`config.mk`:
```
export PLATFORM = sky130hd
export DESIGN_NAME = hsl_color_key_recolor
export DESIGN_NICKNAME = d
export VERILOG_FILES = /design/src/sv/hclr_pkg.sv /design/src/sv/hclr_ctrl.sv /design/src/sv/hclr_dp.sv /design/src/sv/hsl_color_key_recolor.sv
export SDC_FILE = /design/constraint.sdc
export NUM_CORES = 2
export LEC_CHECK = 0
export ABC_AREA = 1
export BUFFER_PORTS_ARGS = -buffer_cell sky130_fd_sc_hd__buf_2
export CAP_MARGIN = 25
export CORE_ASPECT_RATIO = 1.75
export CORE_MARGIN = 1
export CORE_UTILIZATION = 60
export DETAILED_ROUTE_END_ITERATION = 8
export PLACE_DENSITY = 0.76
export REMOVE_ABC_BUFFERS = 1
export SETUP_SLACK_MARGIN = 0.4
export SLEW_MARGIN = 0
export SYNTH_ARGS = -nofsm -noshare
export SYNTH_HDL_FRONTEND = slang
export SYNTH_HIERARCHICAL = 1
export SYNTH_SLANG_ARGS = --single-unit
```
`constraint.sdc`:
```
create_clock -name i_clk -period 12.1 [get_ports i_clk]
set_clock_uncertainty 0.1 [all_clocks]
set_input_delay 0.605 -clock i_clk [delete_from_list [all_inputs] [get_ports i_clk]]
set_output_delay 0.605 -clock i_clk [all_outputs]
set_load 0.005 [all_outputs]
```
`src/sv/hclr_pkg.sv`:
```
// Package with shared types, constants and the HSL classification function.
package hclr_pkg;

    localparam int unsigned HueW = 9;
    localparam int unsigned TenW = 4;
    localparam int unsigned ChW = 8;
    localparam int unsigned ClsW = 2;

    localparam logic [HueW-1:0] YelLoRst = 9'd50;
    localparam logic [HueW-1:0] YelHiRst = 9'd65;
    localparam logic [HueW-1:0] BluLoRst = 9'd220;
    localparam logic [HueW-1:0] BluHiRst = 9'd250;
    localparam logic [TenW-1:0] SatRst = 4'd3;
    localparam logic [TenW-1:0] LightLoRst = 4'd2;
    localparam logic [TenW-1:0] LightHiRst = 4'd8;

    localparam logic [ClsW-1:0] ClsKeep = 2'd0;
    localparam logic [ClsW-1:0] ClsYellow = 2'd1;
    localparam logic [ClsW-1:0] ClsBlue = 2'd2;

    localparam logic [2:0] RegYelLo = 3'd0;
    localparam logic [2:0] RegYelHi = 3'd1;
    localparam logic [2:0] RegBluLo = 3'd2;
    localparam logic [2:0] RegBluHi = 3'd3;
    localparam logic [2:0] RegSat = 3'd4;
    localparam logic [2:0] RegLightLo = 3'd5;
    localparam logic [2:0] RegLightHi = 3'd6;

    typedef struct packed {
        logic [HueW-1:0] yel_lo;
        logic [HueW-1:0] yel_hi;
        logic [HueW-1:0] blu_lo;
        logic [HueW-1:0] blu_hi;
        logic [TenW-1:0] sat;
        logic [TenW-1:0] light_lo;
        logic [TenW-1:0] light_hi;
    } t_cfg;

    // Commands from the controller to the datapath.
    typedef struct packed {
        logic load;
        logic scan_start;
        logic scan_step;
    } t_cmd;

    // Status from the datapath to the controller.
    typedef struct packed {
        logic is_yel;
        logic overflow;
        logic hit;
        logic scan_last;
    } t_sts;

    typedef struct packed {
        logic hue_y;
        logic hue_b;
        logic sl_ok;
    } t_cls;

    function automatic t_cls classify(input logic [ChW-1:0] r, input logic [ChW-1:0] g,
                                      input logic [ChW-1:0] b, input t_cfg c);
        logic [ChW-1:0] mx;
        logic [ChW-1:0] mn;
        logic [ChW-1:0] d;
        logic signed [17:0] n;
        logic signed [18:0] ly;
        logic signed [18:0] hy;
        logic signed [18:0] lb;
        logic signed [18:0] hb;
        logic [ChW:0] sum;
        logic [ChW:0] den;
        t_cls o;
        mx = (r >= g) ? r : g;
        mx = (mx >= b) ? mx : b;
        mn = (r <= g) ? r : g;
        mn = (mn <= b) ? mn : b;
        d = mx - mn;
        if (mx == r) begin
            n = 18'sd60 * ($signed({10'd0, g}) - $signed({10'd0, b}))
                + ((g < b) ? 18'sd360 * $signed({10'd0, d}) : 18'sd0);
        end else if (mx == g) begin
            n = 18'sd60 * ($signed({10'd0, b}) - $signed({10'd0, r}))
                + 18'sd120 * $signed({10'd0, d});
        end else begin
            n = 18'sd60 * ($signed({10'd0, r}) - $signed({10'd0, g}))
                + 18'sd240 * $signed({10'd0, d});
        end
        ly = $signed({2'd0, 17'(c.yel_lo * d)});
        hy = $signed({2'd0, 17'(c.yel_hi * d)});
        lb = $signed({2'd0, 17'(c.blu_lo * d)});
        hb = $signed({2'd0, 17'(c.blu_hi * d)});
        if (d == '0) begin
            o.hue_y = (c.yel_lo == '0);
            o.hue_b = (c.blu_lo == '0);
        end else begin
            o.hue_y = (ly <= 19'(n)) && (19'(n) <= hy);
            o.hue_b = (lb <= 19'(n)) && (19'(n) <= hb);
        end
        sum = {1'b0, mx} + {1'b0, mn};
        den = (sum <= 9'd255) ? sum : 9'(10'd510 - {1'b0, sum});
        o.sl_ok = ({1'b0, sum} >= 10'(c.light_lo * 6'd51))
               && ({1'b0, sum} <= 10'(c.light_hi * 6'd51))
               && (sum != '0)
               && (12'(d * 4'd10) > 13'(c.sat * den));
        return o;
    endfunction

    function automatic logic [21:0] luma(input logic [ChW-1:0] r, input logic [ChW-1:0] g,
                                         input logic [ChW-1:0] b);
        return 22'(r * 12'd2126) + 22'(g * 13'd7152) + 22'(b * 10'd722);
    endfunction

endpackage

```
`src/sv/hclr_ctrl.sv`:
```
// Controller state machine that sequences classification and the candidate scan.
module hclr_ctrl (
    input  logic          i_clk,
    input  logic          i_rst_n,
    input  logic          i_valid,
    output logic          o_in_ready,
    output logic          o_valid,
    input  logic          i_ready,
    output hclr_pkg::t_cmd o_cmd,
    input  hclr_pkg::t_sts i_sts
);
    import hclr_pkg::*;

    typedef enum logic [3:0] {
        S_IDLE = 4'b0001,
        S_EVAL = 4'b0010,
        S_SCAN = 4'b0100,
        S_OUT  = 4'b1000
    } t_state;

    t_state r_state, n_state;

    always_comb begin
        n_state = r_state;
        o_cmd = '0;
        o_in_ready = 1'b0;
        o_valid = 1'b0;
        case (r_state)
            S_IDLE: begin
                o_in_ready = 1'b1;
                if (i_valid) begin
                    o_cmd.load = 1'b1;
                    n_state = S_EVAL;
                end
            end
            S_EVAL: begin
                if (i_sts.is_yel && i_sts.overflow) begin
                    o_cmd.scan_start = 1'b1;
                    n_state = S_SCAN;
                end else begin
                    n_state = S_OUT;
                end
            end
            S_SCAN: begin
                o_cmd.scan_step = 1'b1;
                if (i_sts.hit || i_sts.scan_last) begin
                    n_state = S_OUT;
                end
            end
            S_OUT: begin
                o_valid = 1'b1;
                if (i_ready) begin
                    n_state = S_IDLE;
                end
            end
            default: n_state = S_IDLE;
        endcase
    end

    always_ff @(posedge i_clk) begin
        if (!i_rst_n) begin
            r_state <= S_IDLE;
        end else begin
            r_state <= n_state;
        end
    end
endmodule

```
`src/sv/hclr_dp.sv`:
```
// Datapath with pixel registers, classification and the candidate scan counters.
module hclr_dp (
    input  logic                    i_clk,
    input  hclr_pkg::t_cfg          i_cfg,
    input  logic [hclr_pkg::ChW-1:0] i_red,
    input  logic [hclr_pkg::ChW-1:0] i_green,
    input  logic [hclr_pkg::ChW-1:0] i_blue,
    input  hclr_pkg::t_cmd          i_cmd,
    output hclr_pkg::t_sts          o_sts,
    output logic [hclr_pkg::ChW-1:0] o_red,
    output logic [hclr_pkg::ChW-1:0] o_green,
    output logic [hclr_pkg::ChW-1:0] o_blue,
    output logic [hclr_pkg::ClsW-1:0] o_cls
);
    import hclr_pkg::*;

    logic [ChW-1:0] r_r, r_g, r_b;
    logic [ChW-1:0] r_i, r_j, r_k;
    logic [ChW-1:0] r_rs, r_gs, r_bs;
    logic [22:0] r_target;
    logic [ChW-1:0] r_ro, r_go, r_bo;
    logic [ClsW-1:0] r_cls;
    t_cls c_in, c_sc;
    logic [22:0] cand_l;
    logic low, yel, k_end, j_end;
    logic in_yel, hit;

    assign c_in = classify(r_r, r_g, r_b, i_cfg);
    assign c_sc = classify(r_i, r_j, r_k, i_cfg);
    assign cand_l = {1'b0, luma(r_i, r_j, r_k)};
    assign low = cand_l < r_target;
    assign yel = c_sc.hue_y && c_sc.sl_ok;
    assign k_end = low || (r_k == r_bs);
    assign j_end = (r_j == r_gs);
    assign in_yel = c_in.hue_y && c_in.sl_ok;
    assign hit = !low && yel;

    assign o_sts = {in_yel, r_r[ChW-1] | r_g[ChW-1] | r_b[ChW-1], hit,
                    k_end && j_end && (r_i == r_rs)};

    always_ff @(posedge i_clk) begin
        if (i_cmd.load) begin
            r_r <= i_red;
            r_g <= i_green;
            r_b <= i_blue;
        end
        if (i_cmd.scan_start) begin
            r_i <= '1;
            r_j <= '1;
            r_k <= '1;
            r_rs <= r_r[ChW-1] ? '1 : {r_r[ChW-2:0], 1'b0};
            r_gs <= r_g[ChW-1] ? '1 : {r_g[ChW-2:0], 1'b0};
            r_bs <= r_b[ChW-1] ? '1 : {r_b[ChW-2:0], 1'b0};
            r_target <= {luma(r_r, r_g, r_b), 1'b0};
        end else if (i_cmd.scan_step) begin
            if (k_end) begin
                r_k <= '1;
                if (j_end) begin
                    r_j <= '1;
                    r_i <= r_i - 1'b1;
                end else begin
                    r_j <= r_j - 1'b1;
                end
            end else begin
                r_k <= r_k - 1'b1;
            end
        end
        if (i_cmd.load) begin
            r_cls <= '1;
        end else if (r_cls == '1) begin
            if (in_yel) begin
                r_cls <= ClsYellow;
                r_ro <= {r_r[ChW-2:0], 1'b0};
                r_go <= {r_g[ChW-2:0], 1'b0};
                r_bo <= {r_b[ChW-2:0], 1'b0};
            end else if (c_in.hue_b && c_in.sl_ok) begin
                r_cls <= ClsBlue;
                r_ro <= {1'b0, r_r[ChW-1:1]};
                r_go <= {1'b0, r_g[ChW-1:1]};
                r_bo <= {1'b0, r_b[ChW-1:1]};
            end else begin
                r_cls <= ClsKeep;
                r_ro <= r_r;
                r_go <= r_g;
                r_bo <= r_b;
            end
        end else if (i_cmd.scan_step && hit) begin
            r_ro <= r_i;
            r_go <= r_j;
            r_bo <= r_k;
        end
    end

    assign o_red = r_ro;
    assign o_green = r_go;
    assign o_blue = r_bo;
    assign o_cls = r_cls;
endmodule

```
`src/sv/hsl_color_key_recolor.sv`:
```
// Top level of the HSL color key recolor block with its register file.
// One item at a time. For unchanged, blue and non-overflowing yellow pixels the
// result is valid in the output state, which follows the evaluate state after
// acceptance. A yellow pixel whose doubled channel passes 255 runs a downward
// candidate scan, one candidate per cycle, which ends at the first hit or after
// the last candidate. A valid result is held until it is taken.
module hsl_color_key_recolor (
    input  logic        i_clk,
    input  logic        i_rst_n,
    input  logic        i_valid,
    output logic        o_ready,
    input  logic [7:0]  i_red_in,
    input  logic [7:0]  i_green_in,
    input  logic [7:0]  i_blue_in,
    output logic        o_valid,
    input  logic        i_ready,
    output logic [7:0]  o_red_out,
    output logic [7:0]  o_green_out,
    output logic [7:0]  o_blue_out,
    output logic [1:0]  o_pixel_class,
    input  logic        psel,
    input  logic        penable,
    input  logic        pwrite,
    input  logic [4:0]  paddr,
    input  logic [31:0] pwdata,
    output logic [31:0] prdata,
    output logic        pready
);
    import hclr_pkg::*;

    t_cfg r_cfg;
    t_cmd cmd;
    t_sts sts;
    logic [2:0] idx;

    assign pready = 1'b1;
    assign idx = paddr[4:2];

    always_ff @(posedge i_clk) begin
        if (!i_rst_n) begin
            r_cfg <= '{YelLoRst, YelHiRst, BluLoRst, BluHiRst, SatRst, LightLoRst, LightHiRst};
        end else if (psel && penable && pwrite) begin
            case (idx)
                RegYelLo: r_cfg.yel_lo <= pwdata[HueW-1:0];
                RegYelHi: r_cfg.yel_hi <= pwdata[HueW-1:0];
                RegBluLo: r_cfg.blu_lo <= pwdata[HueW-1:0];
                RegBluHi: r_cfg.blu_hi <= pwdata[HueW-1:0];
                RegSat: r_cfg.sat <= pwdata[TenW-1:0];
                RegLightLo: r_cfg.light_lo <= pwdata[TenW-1:0];
                RegLightHi: r_cfg.light_hi <= pwdata[TenW-1:0];
                default: ;
            endcase
        end
    end

    always_comb begin
        case (idx)
            RegYelLo: prdata = 32'(r_cfg.yel_lo);
            RegYelHi: prdata = 32'(r_cfg.yel_hi);
            RegBluLo: prdata = 32'(r_cfg.blu_lo);
            RegBluHi: prdata = 32'(r_cfg.blu_hi);
            RegSat: prdata = 32'(r_cfg.sat);
            RegLightLo: prdata = 32'(r_cfg.light_lo);
            RegLightHi: prdata = 32'(r_cfg.light_hi);
            default: prdata = '0;
        endcase
    end

    hclr_ctrl u_ctrl (
        .i_clk(i_clk), .i_rst_n(i_rst_n), .i_valid(i_valid), .o_in_ready(o_ready),
        .o_valid(o_valid), .i_ready(i_ready), .o_cmd(cmd), .i_sts(sts)
    );

    hclr_dp u_dp (
        .i_clk(i_clk), .i_cfg(r_cfg), .i_red(i_red_in), .i_green(i_green_in),
        .i_blue(i_blue_in), .i_cmd(cmd), .o_sts(sts), .o_red(o_red_out),
        .o_green(o_green_out), .o_blue(o_blue_out), .o_cls(o_pixel_class)
    );

    a_no_overlap: assert property (@(posedge i_clk) disable iff (!i_rst_n)
        !(o_ready && o_valid)) else $error("ready and valid both high");
    a_out_class: assert property (@(posedge i_clk) disable iff (!i_rst_n)
        o_valid |-> (o_pixel_class == ClsKeep || o_pixel_class == ClsYellow
                     || o_pixel_class == ClsBlue)) else $error("bad class");
    a_hold: assert property (@(posedge i_clk) disable iff (!i_rst_n)
        (o_valid && !i_ready) |=> o_valid && $stable(o_red_out)) else $error("result lost");
endmodule

```
==> key figures <==
Drt
  – Number of remaining DRC errors: 0
  – Met1 wire length: 59000 um
  – Via count: 52.2k
  – DRT antenna net count: 0
  – Total wire length: 169000 um
  – Met3 wire len: 9560 um
  – Number of DRC markers in iteration 0: 3166
  – Drt pass-1 iters: 6
  – Average wire per standard cell: 18.2 um
  – Max layer used: met5
  – Vias/cell: 5.63
  – Met2 wire length: 84000 um

Die
  – IO Pins: 129
  – Core Region: 0.0957 mm2
  – # rows: 150
  – Die Wd: 237 um
  – Die area: 0.0980 mm2
  – Die Span Y: 413 um
  – Initial Util: 0.606

Synthesis
  – Yosys reg bits: 171
  – Sequential area share after synthesis: 0.0750
  – Library cells used by synthesis: 63
  – Top-area cell type share of the netlist area: 0.256
  – EDFF count, synth: 93
  – Mapped Cells: 7863
  – Synthesized area per cell: 7.38 um2
  – Post-synthesis instance area: 0.0580 mm2
  – Post-synth ARST share: 0
  – Ys Warns: 6
  – Top cells by area, synth: ha_1, fa_1, inv_1, nand2_1, edfxtp_1
  – Post-synth top area cell: ha_1
  – Main synth FF type: edfxtp_1

CTS
  – CTS Buffer Depth: 2
  – H-tree Lvls: 4
  – Total CTS buffers: 17
  – CTS Root Cell: clkbuf_16
  – Clock tree from TritonCTS: built
  – Clock slew at reported path FFs: 0.08 ns
  – Clock Latency Late Sink: 0.48 ns
  – Clock sink count: 171
  – Cts hold-fix bufs: 0

Timing
  – Crit path time final: 11.27 ns
  – Slew @ Worst Pin: 1.01 ns
  – Setup violations, final: 0
  – RSZ-0062 raised after global routing: no
  – Slew HR: 0.325
  – Fmax: 88.7 MHz
  – Final Hold Viols: 0
  – Max Slew Vio Count: 0
  – Tcrit/Tclk final: 0.931

Critical path
  – Critical Path Sink Type: flip-flop
  – WP data required: 12.20 ns
  – Critical path type: reg2reg
  – Worst stage delay on the critical path: 0.55 ns
  – Largest delay contributor family on the critical path: adder cells
  – Most frequent CP cell: nand2_1
  – Critical Path Start Type: flip-flop
  – CP arrival: 11.37 ns
  – CP Buf/Inv Count: 12
  – Slowest-stage cell, CP: fa_1
  – Crit-path max FO: 10

Placement
  – GP Congestion: 1.00
  – Hpwl dp: 139000 um
  – Placed cells: 9184
  – PortBufs: 79

Cells and area
  – Commonest non-fill, non-tap cell in the layout: inv_1
  – Fin nets: 9842
  – Most frequent cells in the layout: inv_1, nand2_1, ha_1, nor2_1, fa_1
  – Non-filler instance count after layout: 9268
  – Layout cells sized above 1: 0.0726
  – Area delta synth->final: 7.67%

Global routing
  – Pin count of the biggest net entering global routing: 52
  – Grt total ovfl: 0
  – GR Util All Layers: 0.342
  – Initial antenna violation count: 10
  – First-pass GRT wire length: 262000 um
  – Vias in the first global route: 52.3k

Run status
  – Status: completed

Min path
  – Hold Crit Class: in2reg

Run
  – Max-cap viol count: 0
[Yosys cell counts (16+ instances only)]
| master | instances |
|---|---|
| nand4_1 | 82 |
| a21o_1 | 20 |
| buf_4 | 33 |
| a21oi_1 | 495 |
| o21bai_1 | 61 |
| fa_1 | 551 |
| xnor2_1 | 135 |
| edfxtp_1 | 93 |
| nand3_2 | 16 |
| a31oi_1 | 27 |
| inv_1 | 1729 |
| nand3_1 | 361 |
| o211ai_1 | 27 |
| or2_2 | 42 |
| nor2_1 | 567 |
| xor2_1 | 301 |
| clkbuf_1 | 83 |
| ha_1 | 1187 |
| o21ai_0 | 216 |
| inv_2 | 21 |
| nor3_1 | 60 |
| nand2_1 | 1460 |
| dfxtp_1 | 78 |
[per-stage QoR]
step	setup slack [ns]	TNS, ns	utilization	hold slack, ns	area (um2)
6_report	0.829	0	0.653	0.199	62500
2_1_floorplan	-1.15	-52.50	-	0.388	57300
3_5_place_dp	0.132	0	0.632	0.416	60500
4_1_cts	0.404	0	0.640	0.171	61200
5_1_grt	0.272	0	0.653	0.185	62500
3_3_place_gp	0.290	0	0.632	0.410	60500
[logic make-up after synthesis]
logic type / count (synthesis) / share of synthesized area
XOR/XNOR: 436 / 0.0658
other: 2 / 0.000129
AO/OA/AOI/OAI: 934 / 0.0908
AND/OR/NAND/NOR: 2666 / 0.194
adder cells (fa/ha/maj): 1738 / 0.446
flip-flops: 171 / 0.0750
buffers and inverters: 1916 / 0.128
[what timing repair did]
item	CTS	global route
setup endpoints to repair	118	121
pin swaps	2	58
gates cloned	1	8
buffers inserted	3	36
gates resized for setup	18	204
[sequential cells by signal, indices dropped and copies added (netlist names)]
signal          flops
u_dp/r_rs           8
u_dp/r_gs           8
u_dp/r_r            8
u_dp/r_i            8
u_dp/r_target      21
u_dp/r_b            8
u_dp/o_green        8
u_dp/r_k            8
u_dp/o_blue         8
u_dp/r_g            8
u_dp/r_bs           8
u_ctrl/r_state      4
u_dp/o_cls          2
u_dp/o_red          8
r_cfg              48
u_dp/r_j            8
[cell type report]
cell class | count | area, um2
tap | 1216 | 1520
multi-input combinational | 5798 | 47100
sequential | 171 | 4360
timing repair buffer | 282 | 2170
inverter | 1766 | 6650
antenna | 3 | 7.51
fill | 8463 | 33200
clock buffer | 22 | 528
clock inverter | 10 | 131
[path summary, 6_finish.rpt]
path                                 start                       to  slack, ns  cells after the start
hold reg to reg      r_cfg[3]$_SDFFE_PN1P_    r_cfg[3]$_SDFFE_PN1P_       0.43                      2
setup reg to reg  u_dp/r_i[4]$_SDFFE_PP1P_  u_dp/o_red[7]$_DFFE_PP_       0.83                     62
hold / removal               i_green_in[0]    u_dp/r_g[0]$_DFFE_PP_       0.20                      1
setup / recovery  u_dp/r_i[4]$_SDFFE_PP1P_  u_dp/o_red[7]$_DFFE_PP_       0.83                     62
[per-layer routing]
layer / track usage / vias up
met5: 0 / -
met4: 0.274 / 8
met3: 0.0431 / 697
met2: 0.624 / 1744
met1: 0.352 / 24700
li1: - / 25100
Power is not shown: default switching activity piles up to over one toggle a cycle in this logic, so the estimate is an artifact.
